File: src/hw/rtl/bud_pkg.sv
// ----------------------------------------------------------------------------
// bud_pkg
// Shared types, codes and helpers of the buddy allocator.
// ----------------------------------------------------------------------------
`default_nettype none

package bud_pkg;

  localparam int MAX_ORDER_LIMIT_DEF = 10;
  localparam int ORD_W = 5;   // holds any order up to the largest limit of 16
  localparam int KEY_W = 16;  // minimum-block index at the largest limit

  localparam logic [1:0] CMD_ALLOC  = 2'd0;
  localparam logic [1:0] CMD_FREE   = 2'd1;
  localparam logic [1:0] CMD_QUERY  = 2'd2;
  localparam logic [1:0] CMD_UNUSED = 2'd3;

  localparam logic [1:0] ST_OK       = 2'd0;
  localparam logic [1:0] ST_REJECT   = 2'd1;
  localparam logic [1:0] ST_NOT_LIVE = 2'd2;

  localparam logic REG_MIN_BLOCK = 1'b0;
  localparam logic REG_ARENA     = 1'b1;

  typedef enum logic [2:0] {
    OP_ALLOC,
    OP_FREE,
    OP_QUERY,
    OP_REJECT,
    OP_IGNORE,
    OP_NOP
  } op_kind_t;

  typedef struct packed {
    op_kind_t           kind;
    logic [ORD_W-1:0]   want;
    logic [KEY_W-1:0]   key;
  } op_t;

  typedef struct packed {
    logic [4:0]       m;
    logic [ORD_W-1:0] a;
  } cfg_t;

  typedef struct packed {
    logic clearing;
  } back_stat_t;

  function automatic logic [30:0] blk_bytes(input logic [4:0] m, input logic [ORD_W-1:0] o);
    logic [5:0] sh;
    sh = 6'(m) + 6'(o);
    return 31'(1) << sh;
  endfunction

endpackage

`default_nettype wire

File: src/hw/rtl/bud_fifo.sv
// ----------------------------------------------------------------------------
// bud_fifo
// Two-entry queue of classified operations between front and back.
// ----------------------------------------------------------------------------
`default_nettype none

module bud_fifo import bud_pkg::*; (
  input  logic clk,
  input  logic rst,
  input  logic push,
  input  op_t  din,
  output logic full,
  input  logic pop,
  output op_t  dout,
  output logic empty
);

  op_t        mem [2];
  logic       wptr;
  logic       rptr;
  logic [1:0] count;

  assign full  = count == 2'd2;
  assign empty = count == 2'd0;
  assign dout  = mem[rptr];

  always_ff @(posedge clk) begin
    if (push) mem[wptr] <= din;
  end

  always_ff @(posedge clk) begin
    if (rst) begin
      wptr  <= 1'b0;
      rptr  <= 1'b0;
      count <= '0;
    end else begin
      if (push) wptr <= !wptr;
      if (pop)  rptr <= !rptr;
      count <= count + 2'(push) - 2'(pop);
    end
  end

endmodule

`default_nettype wire

File: config.mk
export PLATFORM = sky130hd
export DESIGN_NAME = bud_fifo
export DESIGN_NICKNAME = d
export VERILOG_FILES = /design/src/hw/rtl/bud_pkg.sv /design/src/hw/rtl/bud_fifo.sv
export SDC_FILE = /design/constraint.sdc
export NUM_CORES = 1
export LEC_CHECK = 0
export BUFFER_PORTS_ARGS = -buffer_cell sky130_fd_sc_hd__buf_4
export CAP_MARGIN = 5
export CORE_UTILIZATION = 30
export CTS_BUF_LIST = sky130_fd_sc_hd__clkbuf_8
export CTS_CLUSTER_DIAMETER = 30
export CTS_CLUSTER_SIZE = 28
export DETAILED_ROUTE_END_ITERATION = 8
export PLACE_DENSITY_LB_ADDON = 0.3
export SLEW_MARGIN = 20
export SYNTH_ARGS = -nofsm -noshare
export SYNTH_HDL_FRONTEND = slang
export SYNTH_SLANG_ARGS = --single-unit
File: constraint.sdc
create_clock -name clk -period 1.7 [get_ports clk]
set_input_delay 0.255 -clock clk [delete_from_list [all_inputs] [get_ports clk]]
set_output_delay 0.255 -clock clk [all_outputs]
set_load 0.05 [all_outputs]
---- Word level (Yosys, flattened, before mapping) ----
Memory sizes are Yosys's and may differ from the RTL's. A register that Yosys moved wholly into a read port is not among the register bits.
Index checks and enable logic that the tools add are counted.
storage, ports and cells
  register bits ........................... 4
  RAM bits ................................ 48
  output and inout port bits .............. 26
  memories kept ........................... 1
memories
  name  depth  bits a word  read ports  clocked after memory_dff  wr ports  line            RTL
  mem   2      24           1           1                         1         bud_fifo.sv:18  op_t mem [2];
operators by class
  $add $sub $neg .......................... 2
  eq/ne operators ......................... 1
  multiplexer cells ....................... 4
  reduce and logical (&&, ||, !) cells .... 3
operators by type and width
  kind                                         number
  1-bit two-way mux                            4
  2-bit by 1-bit adder with 2-bit output       1
  2-bit equality test (second input constant)  1
  1-bit zero test                              2
  2-bit zero test                              1
  2-bit by 1-bit subtractor with 2-bit output  1

---- Longest topological paths before layout ----
Gate-level depths: netlist of the first run.
  depth in word-level cells ............... 3
  mapped depth ............................ 6

---- Worst setup path after synthesis of the first run ----
OpenSTA, ideal clock, no wires.
  path type ............................... reg2reg
  start ................................... register wptr
  end ..................................... memory mem[0][0] (netlist bit) (enable)
  setup time .............................. 408 ps
  arrival ................................. 1416 ps
  data required time ...................... 1292 ps
  path slack .............................. -124 ps
  cell stages (with the launch flop) ...... 2
  period minus slack after synthesis ...... 1824 ps
  cell sequence ........................... dfxtp_1 nor2b_1
RTL lines
  element                   line            RTL
  start: declaration        bud_fifo.sv:19  logic wptr;
  start signal: assignment  bud_fifo.sv:37  if (push) wptr <= !wptr;
  end: declaration          bud_fifo.sv:18
Straight into the memory's write port.

==> impl_metrics.tcl, run 1 <==
set metrics [dict create \
    core_area_mm2 0.00649 \
    fin_cells 238 \
    antenna_left 0 \
    first_iter_violations 37 \
    grt_pass1_vias 1130 \
    rrSetupSlack_ns 0.32 \
    die_h_um 84.8 \
    synth_warnings 0 \
    critical_path.max_stage_delay_ns 0.41 \
    min_path_type "in2reg" \
    grt_pass1_wl_um 5250 \
    power.internal_uw 2100 \
    reg2reg_depth 6 \
    p_switching_uw 824 \
    synth_top_area_cell "edfxtp_1" \
    cpMaxStageDelayCell "dfxtp_2" \
    clk_pin_slew_worst_paths_ns 0.09 \
    syn-cell-area_mm2 0.00205 \
    syn_inst 96 \
    setup_viol 0 \
    power_density_mw_per_mm2 1090 \
    clock_skew_ns 0.00464 \
    ys_seq_elements 53 \
    drive_above_1_share_pct 57.1 \
    p_seq_share_pct 53.1 \
    die_area_mm2 0.00718 \
    antenna_found_initial 0 \
    synthDistinctLibCells 13 \
    fin_util_pct 41.1 \
    port_buffers 53 \
    min_period_ns 1.64 \
    place.gp.congestion 0.644 \
    slew_headroom_pct 86.7 \
    finalSetupTns_ns 0 \
    hold_violations 0 \
    diodes 0 \
    start_util_pct 31.6 \
    worstReg2RegStart "count[0]" \
    worstPathArrival_ns 1.39 \
    drc 4 \
    violations "DRC" \
    grt_max_degree 21 \
    fp-row-count 29 \
    critical_path_class "reg2out" \
    endpoint "dout[21]" \
    dp_hpwl_um 2360 \
    peakVddDrop_v 0.000449 \
    crit_chain "clkbuf_16 -> mux2_4 -> buf_4" \
    viasPerCell 4.30 \
    first_pass_iters 6 \
    fill_cells 600 \
    ys_seq_area_share_pct 75.0 \
    post-cts-setup-buffers 0 \
    clock.fmax_ghz 0.610 \
    synth_top_area_share_pct 70.2 \
    area_growth_pct 29.8 \
    final-max-slew-violation-count 0 \
    max_slew.worst_pin.slew_ns 0.200 \
    r2r-end "count[1]" \
    startpoint_type "flip-flop" \
    overflow 0 \
    fin_nets 190 \
    synth_area_leaders "edfxtp_1 70%, mux2_4 15%, dfxtp_1 4.9%" \
    cts_tree "yes" \
    fp.dieW_um 84.8 \
    pwr-share-comb_pct 24.8 \
    routed_wl_um 3350 \
    cp.required_ns 1.44 \
    syn-num-nets 126 \
    fin_crit_sh_pct 96.5 \
    vias 1024 \
    clkPwrFrac_pct 22.2 \
    cts_made_buffers 5 \
    cts.sinks 53 \
    syn_avg_cell_area_um2 21.4 \
    cp_max_fo 10 \
    root_buffer "clkbuf_8" \
    swShare_pct 28.2 \
    post_drt_wl_per_cell_um 14.1 \
    p_leak_uw 0.00107 \
    status "finished, violations left" \
    grt_use_total_pct 9.85 \
    crit_path_end_kind "output port" \
    cap_violations 0 \
    cts_hold_buf 0 \
    clk_path_buf_depth 2 \
    io_pins 54 \
    clock_latency_ns 0.29 \
    dp_cells 229 \
    h-tree-depth 2 \
]
## flip-flops by register name, indices dropped and copies added (netlist names), named ones only
| name | cells |
|---|---|
| mem | 48 |
| count | 2 |
| rptr | 1 |
| wptr | 1 |
## Yosys cell counts
master / count
xnor3_1: 1
nor2b_1: 3
mux2_4: 20
and2_1: 1
inv_1: 2
edfxtp_1: 48
mux2_2: 4
xnor2_1: 2
buf_6: 1
dfxtp_1: 5
nor2_1: 5
buf_12: 2
ha_1: 2
## metal layers
layer / vias to the layer above / part of all wire, % / global-route usage (%)
li1: 486 / - / -
met1: 495 / 40 / 10.2
met5: - / 0 / 0
met4: 0 / 2.0 / 4.62
met3: 6 / 5.5 / 2.95
met2: 37 / 52 / 18.1
## logic make-up after synthesis
group,share of synthesized area (%)
XOR/XNOR,1.95
adder cells (fa/ha/maj),1.22
buffers and inverters,2.86
flip-flops,75.0
multiplexers,16.8
AND/OR/NAND/NOR,2.13
## power by group through the flow
| stage | Combinational [uW] | Clock (uW) | Sequential, uW |
|---|---|---|---|
| 6_report | 723 | 647 | 1550 |
| 5_1_grt | 760 | 730 | 1560 |
| 4_1_cts | 724 | 689 | 1550 |
| 3_5_place_dp | 723 | 0 | 1580 |
| 3_3_place_gp | 713 | 0 | 1570 |
| 2_1_floorplan | 520 | 0 | 1570 |
## layout make-up
type	instances	area [um2]	share of cell area [%]
tap	77	96.3	3.61
inverter	2	7.51	0.281
timing repair buffer	60	480	18.0
clock inverter	3	15.0	0.563
sequential	53	1540	57.8
multi-input combinational	38	457	17.1
clock buffer	5	68.8	2.58
## repair_timing
item                                    CTS  global route
resized for setup                         0             1
endpoints found under the hold margin     0             0
endpoints found under the setup margin    0            20
## per-stage QoR
step	setup WS (ns)	power (uW)	instance area (um2)	hold WS (ns)
after floorplan	0.323	2090	2060	0.327
after global placement	0.357	2280	2560	0.440
after detailed placement	0.311	2300	2560	0.443
after CTS	0.00647	2960	2640	0.128
after global routing	-0.00118	3050	2670	0.121
final	0.0596	2920	2670	0.141
## worst min path at each step
stage / slack [ns] / depth (start not counted) / startpoint / endpoint
final: 0.14 / 1 / din[13] / mem[0][13]
after global routing: 0.12 / 1 / din[17] / mem[0][17]
after CTS: 0.13 / 1 / din[1] / mem[1][1]
after detailed placement: 0.44 / 1 / din[6] / mem[0][6]
after global placement: 0.44 / 1 / din[0] / mem[1][0]
after floorplan: 0.33 / 1 / rst / count[0]
## worst max-delay path, delay by kind of cell (launching register included)
family                 cells  cell delay [ns]
DFF                        1             0.41
buffers and inverters      2             0.39
muxes                      1             0.30
## cell usage in the layout (no fill, tap or decap), types with 2 or more instances in the layout
cell type,n
mux2_2,4
dfxtp_1,4
nor2b_1,2
nor2_1,5
ha_1,2
inv_1,4
xnor2_1,2
buf_4,58
mux2_4,20
clkbuf_8,5
edfxtp_1,48
Note: power is estimated with default switching activity, not from simulation.
==> run 2: changes to the inputs <==
--- a/config.mk
+++ b/config.mk
@@ -5,6 +5,7 @@
 export SDC_FILE = /design/constraint.sdc
 export NUM_CORES = 1
 export LEC_CHECK = 0
+export ABC_AREA = 1
 export BUFFER_PORTS_ARGS = -buffer_cell sky130_fd_sc_hd__buf_4
 export CAP_MARGIN = 5
 export CORE_UTILIZATION = 30
@@ -12,7 +13,7 @@
 export CTS_CLUSTER_DIAMETER = 30
 export CTS_CLUSTER_SIZE = 28
 export DETAILED_ROUTE_END_ITERATION = 8
-export PLACE_DENSITY_LB_ADDON = 0.3
+export PLACE_DENSITY = 0.6
 export SLEW_MARGIN = 20
 export SYNTH_ARGS = -nofsm -noshare
 export SYNTH_HDL_FRONTEND = slang
==> run 2 against run 1 <==
Compared with the run above: the flow still finishes with violations (DRC); critical path depth is the same; combinational power decreased by 11%; cell count grew 3.4%; clock skew grew 0.0027 ns; highest routed layer unchanged; area after synthesis increased by 0.37%.
==> impl_metrics.tcl, run 2 <==
set metrics [dict create \
    grt_pass1_vias 1137 \
    post_drt_wl_per_cell_um 13.9 \
    violations "DRC" \
    async_flop_share_pct 0 \
    cap_violations 0 \
    synth_warnings 0 \
    dp_hpwl_um 2500 \
    fill_cells 595 \
    fin_cells 246 \
    hold_violations 0 \
    clock.fmax_ghz 0.612 \
    status "finished, violations left" \
    yosys_most_used_dff "edfxtp_1" \
    power.internal_uw 2190 \
    startpoint_type "flip-flop" \
    setup_viol 0 \
    syn-num-nets 136 \
    area_growth_pct 29.6 \
    die_h_um 84.9 \
    core_area_mm2 0.00649 \
    reg_top3 "mem: 48 flops, count: 2 flops" \
    synth_commonest_cells "48 x edfxtp_1, 20 x mux2_4, 8 x inv_1, 8 x nor2_1, 5 x dfxtp_1" \
    h-tree-depth 2 \
    clock_skew_ns 0.00737 \
    pwr-share-comb_pct 21.6 \
    die_area_mm2 0.00721 \
    antenna_found_initial 0 \
    clk_path_buf_depth 2 \
    place.gp.congestion 0.671 \
    fp-row-count 29 \
    synth_most_common_cell "edfxtp_1" \
    power.total_uw 2980 \
    first_iter_violations 36 \
    synth_area_leaders "edfxtp_1 70%, mux2_4 15%, dfxtp_1 4.9%" \
    cts.sinks 53 \
    cts_tree "yes" \
    grt_use_total_pct 10.1 \
    final_common_cell "buf_4" \
    diodes 0 \
    viasPerCell 4.33 \
    slew_headroom_pct 77.4 \
    routed_wl_um 3410 \
    drc 6 \
    final-seq-area_mm2 0.00154 \
    cp_max_fo 15 \
    io_pins 54 \
    fin_area_mm2 0.00267 \
    swShare_pct 26.6 \
    root_buffer "clkbuf_8" \
    p_seq_share_pct 51.3 \
    fp.dieW_um 84.9 \
    syn-cell-area_mm2 0.00206 \
    fin_nets 198 \
    clkPwrFrac_pct 27.1 \
    rsz0062_at_grt "no" \
    cp.required_ns 1.44 \
    fin_crit_sh_pct 96.1 \
    grt_max_degree 26 \
    min_path_type "in2reg" \
    peakVddDrop_v 0.000352 \
    syn_avg_cell_area_um2 19.5 \
    antenna_left 0 \
    largest_register_ffs 48 \
    clock_latency_ns 0.29 \
    multi_input_comb_area_um2 442 \
    post-cts-setup-buffers 0 \
    holdWs_ns 0.141 \
    ys_seq_area_share_pct 74.8 \
    final-max-slew-violation-count 0 \
    p_leak_uw 0.00108 \
    first_pass_iters 9 \
    synth_top_area_share_pct 69.9 \
    synth_edf_count 48 \
    layout_common_cells "56 x buf_4, 48 x edfxtp_1, 20 x mux2_4" \
    cts_made_buffers 5 \
    power_density_mw_per_mm2 1120 \
    overflow 0 \
    crit_path_end_kind "output port" \
    drive_above_1_share_pct 53.8 \
    ys_seq_elements 53 \
    critical_path_class "reg2out" \
    max_slew.worst_pin.slew_ns 0.339 \
    start_util_pct 31.7 \
    grt_pass1_wl_um 5400 \
    finalSetupTns_ns 0 \
    p_switching_uw 792 \
    synth_top_area_cell "edfxtp_1" \
    min_period_ns 1.63 \
    dp_cells 238 \
    port_buffers 53 \
    clk_pin_slew_worst_paths_ns 0.09 \
    worstPathArrival_ns 1.38 \
    vias 1066 \
    syn_inst 106 \
    largest_register "mem" \
    dpl_cell_area_mm2 0.00256 \
    synthDistinctLibCells 14 \
]
run 2: cell count changes in the layout (fill, tap and decap cells not counted), sizes merged, moves of 3 or more:
cell / previous run / this run
nor2b: 3 / 0
nor2: 5 / 8
inv: 4 / 8
nand2: 0 / 4
run 2: area by class of cell:
type | count | area share [%]
repair buffers | 58 | 16.9
flip-flops and latches | 53 | 57.7
clock buffers | 5 | 2.57
clock inverters | 3 | 1.54
inverters | 8 | 1.12
multi-input cells | 42 | 16.5
well taps | 77 | 3.60
run 2: worst max-delay path, stage by stage (launching register included):
cell,delay (ns)
dfxtp_2,0.37
buf_12,0.17
mux2_2,0.36
buf_4,0.19
run 2: logic make-up after synthesis:
family          after synthesis  share of synthesized area [%]
simple gates                 14                           2.67
fa+ha+maj                     2                           1.21
buf+inv                      11                           3.94
flops                        53                           74.8
compound gates                1                          0.242
mux                          24                           16.7
xor+xnor                      1                          0.425
run 2: power by group through the flow:
stage                     clock, uW  combinational [uW]  sequential [uW]
after floorplan                   0                 467             1550
after global placement            0                 638             1550
after detailed placement          0                 651             1560
after CTS                       845                 653             1530
after global routing            892                 681             1540
final                           807                 645             1530
run 2: stage by stage:
step / setup slack [ns] / utilization (%)
after floorplan: 0.335 / -
after global placement: 0.382 / 39.4
after detailed placement: 0.378 / 39.4
after CTS: 0.0423 / 41.1
after global routing: 0.00532 / 41.1
final: 0.0670 / 41.1
run 2: worst paths after layout:
check                           depth (start not counted)  startpoint   endpoint  slack, ns
worst max register to register                          6    count[0]   count[1]       0.52
worst min register to register                          2        rptr       rptr       0.53
worst min-delay path                                    1      din[3]  mem[1][3]       0.14
worst max-delay path                                    3   flip-flop    dout[0]       0.07
run 2: what timing repair did:
item                                    4_1_cts  5_1_grt
hold buffers                                  0        0
endpoints found under the setup margin        0        3
gates resized for setup                       0        1
endpoints found under the hold margin         0        0
run 2: per-layer routing:
metal	wire [um]	GRT usage [%]
met5	0	0
met1	1400	11.4
met2	1770	18.0
met3	203	3.02
met4	39	4.16
