**src/hw/rtl/bud_pkg.sv**
```systemverilog
// ----------------------------------------------------------------------------
// bud_pkg
// Shared types, codes and helpers of the buddy allocator.
// ----------------------------------------------------------------------------
`default_nettype none

package bud_pkg;

  localparam int MAX_ORDER_LIMIT_DEF = 10;
  localparam int ORD_W = 5;   // holds any order up to the largest limit of 16
  localparam int KEY_W = 16;  // minimum-block index at the largest limit

  localparam logic [1:0] CMD_ALLOC  = 2'd0;
  localparam logic [1:0] CMD_FREE   = 2'd1;
  localparam logic [1:0] CMD_QUERY  = 2'd2;
  localparam logic [1:0] CMD_UNUSED = 2'd3;

  localparam logic [1:0] ST_OK       = 2'd0;
  localparam logic [1:0] ST_REJECT   = 2'd1;
  localparam logic [1:0] ST_NOT_LIVE = 2'd2;

  localparam logic REG_MIN_BLOCK = 1'b0;
  localparam logic REG_ARENA     = 1'b1;

  typedef enum logic [2:0] {
    OP_ALLOC,
    OP_FREE,
    OP_QUERY,
    OP_REJECT,
    OP_IGNORE,
    OP_NOP
  } op_kind_t;

  typedef struct packed {
    op_kind_t           kind;
    logic [ORD_W-1:0]   want;
    logic [KEY_W-1:0]   key;
  } op_t;

  typedef struct packed {
    logic [4:0]       m;
    logic [ORD_W-1:0] a;
  } cfg_t;

  typedef struct packed {
    logic clearing;
  } back_stat_t;

  function automatic logic [30:0] blk_bytes(input logic [4:0] m, input logic [ORD_W-1:0] o);
    logic [5:0] sh;
    sh = 6'(m) + 6'(o);
    return 31'(1) << sh;
  endfunction

endpackage

`default_nettype wire

```
**src/hw/rtl/bud_if.sv**
```systemverilog
// ----------------------------------------------------------------------------
// bud_req_if / bud_rsp_if
// Request and response channels of the buddy allocator.
// ----------------------------------------------------------------------------
`default_nettype none

interface bud_req_if;
  logic        valid;
  logic        ready;
  logic [1:0]  command;
  logic [31:0] request_bytes;
  logic [29:0] block_offset;
  modport source (output valid, output command, output request_bytes,
                  output block_offset, input ready);
  modport sink   (input valid, input command, input request_bytes,
                  input block_offset, output ready);
endinterface


`default_nettype wire

```
**src/hw/rtl/bud_front.sv**
```systemverilog
// ----------------------------------------------------------------------------
// bud_front
// Takes request beats and classifies them: order wanted, block index, checks.
// ----------------------------------------------------------------------------
`default_nettype none

module bud_front import bud_pkg::*; (
  bud_req_if.sink    request,
  input  cfg_t       cfg,
  input  back_stat_t stat,
  input  logic       q_full,
  output logic       push,
  output op_t        op
);

  logic [31:0] rm1;
  logic [5:0]  clog;
  logic [30:0] usable;
  logic [29:0] lowmask;
  logic [29:0] kfull;
  logic        aligned;
  logic        inrange;
  logic        is_live_cand;

  assign request.ready = !q_full && !stat.clearing;
  assign push = request.valid && request.ready;

  assign rm1 = request.request_bytes - 32'd1;

  // ceil(log2(bytes)) from the top set bit of bytes-1
  always_comb begin
    clog = '0;
    for (int b = 0; b < 32; b++) begin
      if (rm1[b]) clog = 6'(b + 1);
    end
  end

  assign usable  = blk_bytes(cfg.m, cfg.a);
  assign lowmask = (30'(1) << cfg.m) - 30'(1);
  assign aligned = (request.block_offset & lowmask) == '0;
  assign kfull   = request.block_offset >> cfg.m;
  assign inrange = (kfull >> cfg.a) == '0;
  assign is_live_cand = aligned && inrange;

  always_comb begin
    op.want = (clog > 6'(cfg.m)) ? ORD_W'(clog - 6'(cfg.m)) : '0;
    op.key  = KEY_W'(kfull);
    case (request.command)
      CMD_ALLOC: begin
        if (request.request_bytes == '0 || request.request_bytes > 32'(usable))
          op.kind = OP_REJECT;
        else
          op.kind = OP_ALLOC;
      end
      CMD_FREE:  op.kind = is_live_cand ? OP_FREE : OP_IGNORE;
      CMD_QUERY: op.kind = is_live_cand ? OP_QUERY : OP_NOP;
      default:   op.kind = OP_NOP;
    endcase
  end

endmodule

`default_nettype wire

```
**src/flat_wrapper.sv**
```systemverilog
// flat-port wrapper written by rule: the top's interface ports become plain ports
module bud_front_flat import bud_pkg::*;
  (cfg, stat, q_full, push, op, request_valid, request_command, request_request_bytes, request_block_offset, request_ready);
  bud_req_if request_i ();
  input  cfg_t cfg;
  input  back_stat_t stat;
  input  logic q_full;
  output logic push;
  output op_t op;
  input wire logic [$bits(request_i.valid)-1:0] request_valid;
  input wire logic [$bits(request_i.command)-1:0] request_command;
  input wire logic [$bits(request_i.request_bytes)-1:0] request_request_bytes;
  input wire logic [$bits(request_i.block_offset)-1:0] request_block_offset;
  output wire logic [$bits(request_i.ready)-1:0] request_ready;
  assign request_i.valid = request_valid;
  assign request_i.command = request_command;
  assign request_i.request_bytes = request_request_bytes;
  assign request_i.block_offset = request_block_offset;
  assign request_ready = request_i.ready;
  bud_front u_core (.request(request_i), .cfg(cfg), .stat(stat), .q_full(q_full), .push(push), .op(op));
endmodule
```
**config.mk**
```make
export PLATFORM = sky130hd
export DESIGN_NAME = bud_front_flat
export DESIGN_NICKNAME = d
export VERILOG_FILES = /design/src/hw/rtl/bud_pkg.sv /design/src/hw/rtl/bud_if.sv /design/src/hw/rtl/bud_front.sv /design/src/flat_wrapper.sv
export SDC_FILE = /design/constraint.sdc
export NUM_CORES = 1
export LEC_CHECK = 0
export BUFFER_PORTS_ARGS = -buffer_cell sky130_fd_sc_hd__buf_2
export CAP_MARGIN = 15
export CORE_ASPECT_RATIO = 1.4
export CORE_MARGIN = 4
export CORE_UTILIZATION = 48
export DETAILED_ROUTE_END_ITERATION = 7
export MAX_ROUTING_LAYER = met4
export PLACE_DENSITY = 0.76
export SETUP_SLACK_MARGIN = 0.5
export SLEW_MARGIN = 30
export SYNTH_ARGS = -nofsm -noshare
export SYNTH_HDL_FRONTEND = slang
export SYNTH_SLANG_ARGS = --single-unit
```
**constraint.sdc**
```tcl
create_clock -name vclk -period 4.99
set_clock_uncertainty 0.05 [all_clocks]
set_input_delay 0.2495 -clock vclk [all_inputs]
set_output_delay 0.2495 -clock vclk [all_outputs]
set_load 0.005 [all_outputs]
```
-- After elaboration in Yosys (flattened, before gate mapping)
Cells that the tools add are included.
W data, S select, Z words.
- bits in registers: 0
- bits of input ports: 77
- output and inout bits: 26
- word-level logic and storage cells: 60
- $add $sub $neg: 4
- $lt $le $gt $ge: 2
- equality and inequality tests: 2
- shifts and indexed selects: 4
- muxes and demuxes: 37
- bitwise gates (word level): 1
- reduce and logical (&&, ||, !) cells: 10
- operator list (kind ; number):
    $mux W5 ; 17
    $logic_not A30 Y1 ; 2
    $shr A30 B5 Y30 ; 2
    $gt A32 B31 Y1 ; 1
    $logic_not A32 Y1 ; 1
    $mux W4 ; 8
    $sub A32 B1 Y32 const B ; 1
    $shl A1 B6 Y31 const A ; 1
    $and A30 B30 Y30 ; 1
    $shl A1 B5 Y30 const A ; 1
    $sub A30 B2 Y30 const B ; 1
    $mux W3 ; 6
    $pmux W3 S3 ; 1
    $add A5 B5 Y6 ; 1
    $gt A6 B5 Y1 ; 1
    $mux W2 ; 3
    $mux W6 ; 1
    $sub A5 B5 Y5 ; 1
    $logic_and A1 B1 Y1 ; 3
    $eq A2 B1 Y1 const B ; 1
    $eq A2 B2 Y1 const B ; 1
    $logic_not A1 Y1 ; 2
    $logic_not A2 Y1 ; 1
    $logic_or A1 B1 Y1 ; 1
    $mux W1 ; 1

-- Longest topological paths before layout
Gate-level depths: netlist of the first run.
- word-level depth: 35
- gate-level depth with buffers: 24
- mapped depth without buffers: 22

-- Least setup slack after synthesis of the first run
Ideal clock, no wire load.
- path kind: input-to-output
- from: in request_request_bytes[0]
- to: out op[18] (netlist name)
- data arrival time: 4.407 ns
- data required time: 4.691 ns
- slack: 0.283 ns
- cell stages on the path: 24
- buffers on the path: 2
- cells stage by stage: clkbuf_1 > inv_1 > ha_1 > clkbuf_1 > nor3b_1 > nand3b_1 > nor4_2 > nand2_1 > nor3_1 > xor2_1 > a21oi_1 > nor3_1 > nor2_1 > o21a_1 > ha_1 > inv_1 > fa_1 > a21o_1 > a21oi_1 > inv_1 > a21oi_1 > a31oi_1 > nor2_1 > nor2_1
- RTL lines (element ; line ; source):
    from (decl) ; flat_wrapper.sv:12 ; input wire logic [$bits(request_i.request_bytes)-1:0] request_request_bytes;
    to (decl) ; flat_wrapper.sv:9 ; output op_t op;

==> flow_summary.yaml, run 1 <==
layout:
  seq_cell_count: 0
  regArea_um2: 0
  nClkBuffers: 0
  syn_to_final_growth_pct: 16.4
  drive_above_1_share_pct: 24.9
  fill_cells: 1101
  multiInputGateArea_um2: 5460
  nets: 1014
global_route:
  grt_pass1_wl_mm: 32.5
  grt_usage_pct: 29.6
  grt_max_degree: 38
  grt_pass1_vias: 6543
  grt_overflow: 0
  antenna_found_initial: 2
drt:
  drtIter0Drc: 539
  drc: 0
  vias: 7003
  drt-total-wl_mm: 20.4
  vias_per_cell: 6.77
  wl_per_cell_um: 19.7
  firstDrtPassIters: 6
  ant_nets: 0
worst_setup_path:
  end_kind: "output port"
  critPathArrivalTime_ns: 4.04
  path_cells: "buf_2, buf_4, buf_4, mux4_2, mux2_1, a222oi_1, buf_4, a21oi_1, a211oi_1, a21boi_1, o2111ai_1, and3_1, o41a_1, maj3_2, buf_2"
  critPathLaunchType: "primary input"
  criticalPathCategory: "in2out"
  crit_slowest_cell: "mux4_2"
  crit_fanout: 17
  crit_path_frequent_cell: "buf_4"
  required_ns: 4.69
  cpPeakStageDelay_ns: 0.52
synthesis:
  synth.distinct_cells: 78
  ys_seq_area_share_pct: 0
  synth_fp_nets: 932
  synthesis.area_um2: 5640
  yosysWarningCount: 0
  synthCells: 809
  avgSynthCellArea_um2: 6.97
outcome:
  run_status: "completed"
power:
  p_leak_nw: 2.56
  power.switching_uw: 381
  ir_drop_uv: 38.5
  p_int_uw: 275
  p_per_area_nw_per_um2: 100
  swShare_pct: 58.1
  pwr-share-seq_pct: 0
  clock_power_share_pct: 0
  pwr-share-comb_pct: 100.0
timing:
  holdWs_ns: 0.675
  post-route-min-period_ns: 4.34
  grt_setup_unrepaired: "yes"
  finalHoldViolations: 0
  period_share_pct: 87.0
  fmax_mhz: 230
  setup_violations: 0
  drv_slew: 0
  worstMarginPinSlew_ns: 0.989
  slew_headroom_pct: 33.8
  setup_tns_ns: 0
die:
  die_x_um: 99.6
  initial_core_util_pct: 49.5
  io_pins: 103
  dieArea_um2: 13600
  core.rowCount: 46
  die_height_um: 136
  core_um2: 11400
placement:
  dp.final_hpwl_mm: 15.8
  portBuffers: 103
  gp_congestion: 0.986
run:
  drv_cap: 0
worst_hold_path:
  hp-class: "in2out"
[power groups by stage]
stage | clock network [mW] | registers (mW) | logic, mW
final | 0.0000000536 | 0 | 0.656
after global routing | 0.0000000536 | 0 | 0.715
after CTS | 0 | 0 | 0.623
after detailed placement | 0 | 0 | 0.615
after global placement | 0 | 0 | 0.610
after floorplan | 0 | 0 | 0.414
[Yosys cell counts, drive strengths merged (17+ instances only)]
library cell,n,area share [%]
ha,44,9.8
nor3,29,2.6
a21oi,60,5.3
o21ai,58,5.1
nand2,90,6.0
nor2,66,4.4
mux4,30,12
mux2i,28,5.0
inv,29,1.9
nand3,17,1.5
clkbuf,41,2.7
[through the flow]
stage	worst slack (ns)	util [%]	total power [mW]	area, um^2	instances
2_1_floorplan	0.593	-	0.414	5650	809
3_3_place_gp	0.310	55.2	0.610	6290	1022
3_5_place_dp	0.207	55.2	0.615	6290	1022
4_1_cts	0.501	55.8	0.623	6350	1023
5_1_grt	0.453	57.6	0.715	6560	1035
6_report	0.650	57.6	0.656	6560	1035
[critical path: cells and delay by family]
kind | cells | cell delay (ns)
buffers and inverters | 5 | 1.00
multiplexers | 2 | 0.88
adder cells (fa/ha/maj) | 1 | 0.31
AND/OR/NAND/NOR | 1 | 0.24
AO/OA/AOI/OAI | 6 | 1.36
[worst paths after layout]
check | start | to | slack [ns] | cells past startpoint
worst max-delay path | cfg[5] | op[23] | 0.65 | 15
worst min-delay path | q_full | request_ready | 0.67 | 3
[cells by family after synthesis]
group | count (synthesis) | share of synthesized area (%)
and+or+nand+nor | 309 | 27.2
AOI/OAI and AO/OA | 275 | 32.9
buffers and inverters | 86 | 6.12
muxes | 72 | 19.9
adders and majority gates | 49 | 11.0
xor gates and xnor gates | 18 | 2.80
[final cells by class]
| cell class | instances | share of cell area [%] |
|---|---|---|
| multi-input cells | 723 | 83.2 |
| repair buffers | 136 | 12.3 |
| well taps | 144 | 2.75 |
| inverters | 30 | 1.72 |
| diodes | 2 | 0.0763 |
[per-layer routing]
metal  part of all wire, %  global-route usage, %  vias up
li1                      -                      -     3318
met1                    36                   34.3     3172
met2                    50                   50.9      423
met3                   7.6                   2.41       90
met4                   5.6                   15.3        0
met5                     0                      -        -
[cell usage in the layout, fill, tap and decap left out, drive strengths merged, types with 5 or more instances in the layout]
cell / Yosys / layout
nor4b: 6 / 6
and2: 9 / 9
o31ai: 7 / 7
a22o: 6 / 6
o211ai: 10 / 10
a22oi: 8 / 8
o22ai: 6 / 6
or2: 6 / 6
nand2: 90 / 90
xnor2: 11 / 11
nand3: 17 / 17
o21a: 15 / 15
a21o: 9 / 9
mux4: 30 / 30
nor2b: 15 / 15
and3: 11 / 11
nor4: 15 / 15
o32ai: 5 / 5
or3: 5 / 5
a211oi: 11 / 11
xor2: 7 / 7
a31oi: 15 / 15
nand4: 9 / 9
nor3b: 8 / 8
buf: 15 / 135
a311oi: 5 / 5
nand2b: 12 / 12
mux2: 14 / 14
mux2i: 28 / 28
a21oi: 60 / 60
o21ai: 58 / 58
inv: 29 / 29
ha: 44 / 44
nor2: 66 / 66
nor3: 29 / 29
a21boi: 7 / 7
[timing repair]
| item | CTS | global route |
|---|---|---|
| pin swaps | 4 | 21 |
| gates resized for setup | 12 | 40 |
| endpoints found under the hold margin | 0 | 0 |
| setup endpoints to repair | 5 | 8 |
| hold buffers | 0 | 0 |
| buffers inserted | 1 | 10 |
(Power assumes the default switching activity.)
==> run 2, diff against run 1 <==
--- a/config.mk
+++ b/config.mk
@@ -13,6 +13,7 @@
 export DETAILED_ROUTE_END_ITERATION = 7
 export MAX_ROUTING_LAYER = met4
 export PLACE_DENSITY = 0.76
+export RECOVER_POWER = 25
 export SETUP_SLACK_MARGIN = 0.5
 export SLEW_MARGIN = 30
 export SYNTH_ARGS = -nofsm -noshare
==> flow_summary.yaml, run 2 (synthesis results as in run 1) <==
outcome:
  run_status: "completed"
placement:
  portBuffers: 103
  gp_congestion: 0.986
  place_ws_ns: 0.207
  dp.final_hpwl_mm: 15.8
  dp.cells: 1022
layout:
  layout_common_cells: "97 x buf_2, 88 x nand2_1, 63 x nor2_1, 55 x o21ai_0, 54 x a21oi_1"
  regArea_um2: 0
  fill_cells: 1102
  syn_to_final_growth_pct: 16.3
  nets: 1014
  final_common_cell: "buf_2"
  seq_cell_count: 0
  nClkBuffers: 0
  drive_above_1_share_pct: 24.6
  instances_no_fill: 1035
timing:
  slew_headroom_pct: 37.8
  setup_slack_ns: 0.652
  setup_tns_ns: 0
  grt_setup_unrepaired: "yes"
  worstMarginPinSlew_ns: 0.929
  period_share_pct: 86.9
  post-route-min-period_ns: 4.34
  finalHoldViolations: 0
  setup_violations: 0
  drv_slew: 0
  fmax_mhz: 231
die:
  core_um2: 11400
  die_x_um: 99.6
  dieArea_um2: 13600
  die_height_um: 136
  core.rowCount: 46
  io_pins: 103
  initial_core_util_pct: 49.5
worst_setup_path:
  cpPeakStageDelay_ns: 0.52
  crit_path_frequent_cell: "buf_4"
  criticalPathCategory: "in2out"
  crit_slowest_cell: "mux4_2"
  cp.depth: 15
  critPathLaunchType: "primary input"
  required_ns: 4.69
  crit_family: "compound AO/OA/AOI/OAI gates"
  crit_buf_inv: 5
  critPathArrivalTime_ns: 4.04
  path_cells: "buf_2, buf_4, buf_4, mux4_2, mux2_1, a222oi_1, buf_4, a21oi_1, a211oi_1, a21boi_1, o2111ai_1, and3_1, o41a_1, maj3_2, buf_2"
  crit_fanout: 17
  end_kind: "output port"
drt:
  drt-total-wl_mm: 20.4
  ant_nets: 0
  vias_per_cell: 6.77
  drtIter0Drc: 551
  vias: 7010
  wl_per_cell_um: 19.7
  drc: 0
  firstDrtPassIters: 5
power:
  p_leak_nw: 2.56
  ir_drop_uv: 38.4
  p_per_area_nw_per_um2: 100
  total_power_uw: 656
global_route:
  antenna_found_initial: 2
  grt_usage_pct: 29.6
  grt_pass1_wl_mm: 32.5
  grt_overflow: 0
  grt_pass1_vias: 6543
  grt_max_degree: 38
worst_hold_path:
  hp-class: "in2out"
  hold_depth: 3
run:
  drv_cap: 0
clocking:
  holdBufCountCts: 0
run 2: path summary, 6_finish.rpt:
check	from	endpoint	slack (ns)
setup / recovery	cfg[5]	op[23]	0.65
hold / removal	q_full	request_ready	0.66
run 2: routing by layer:
metal	share of wire (%)	GRT usage (%)
met5	0	-
met1	36	34.3
met2	50	50.9
met3	8.0	2.41
met4	5.7	15.3
run 2: layout make-up:
type / count / area (um^2) / share of cell area (%)
diodes: 2 / 5.00 / 0.0763
well taps: 144 / 180 / 2.75
inverters: 30 / 113 / 1.72
repair buffers: 136 / 803 / 12.2
multi-input cells: 723 / 5460 / 83.2
run 2: power by group:
| part | internal (mW) | switching (mW) | leakage, nW |
|---|---|---|---|
| Clock | 0.0000000536 | 0 | 0.0000127 |
| Combinational | 0.275 | 0.381 | 2.56 |
| Sequential | 0 | 0 | 0 |
run 2: what timing repair did:
| item | in CTS | in global routing |
|---|---|---|
| hold endpoints to repair | 0 | 0 |
| endpoints found under the setup margin | 5 | 8 |
| pin swaps | 4 | 21 |
| resized for setup | 12 | 40 |
| setup buffers | 1 | 10 |
| cloned | 0 | 0 |
run 2: stage by stage:
| step | hold WS (ns) | cell area (um^2) | utilization, % |
|---|---|---|---|
| after global placement | 0.667 | 6290 | 55.2 |
| final | 0.658 | 6560 | 57.6 |
| after global routing | 0.680 | 6560 | 57.6 |
| after CTS | 0.677 | 6350 | 55.8 |
| after floorplan | 0.481 | 5650 | - |
| after detailed placement | 0.676 | 6290 | 55.2 |
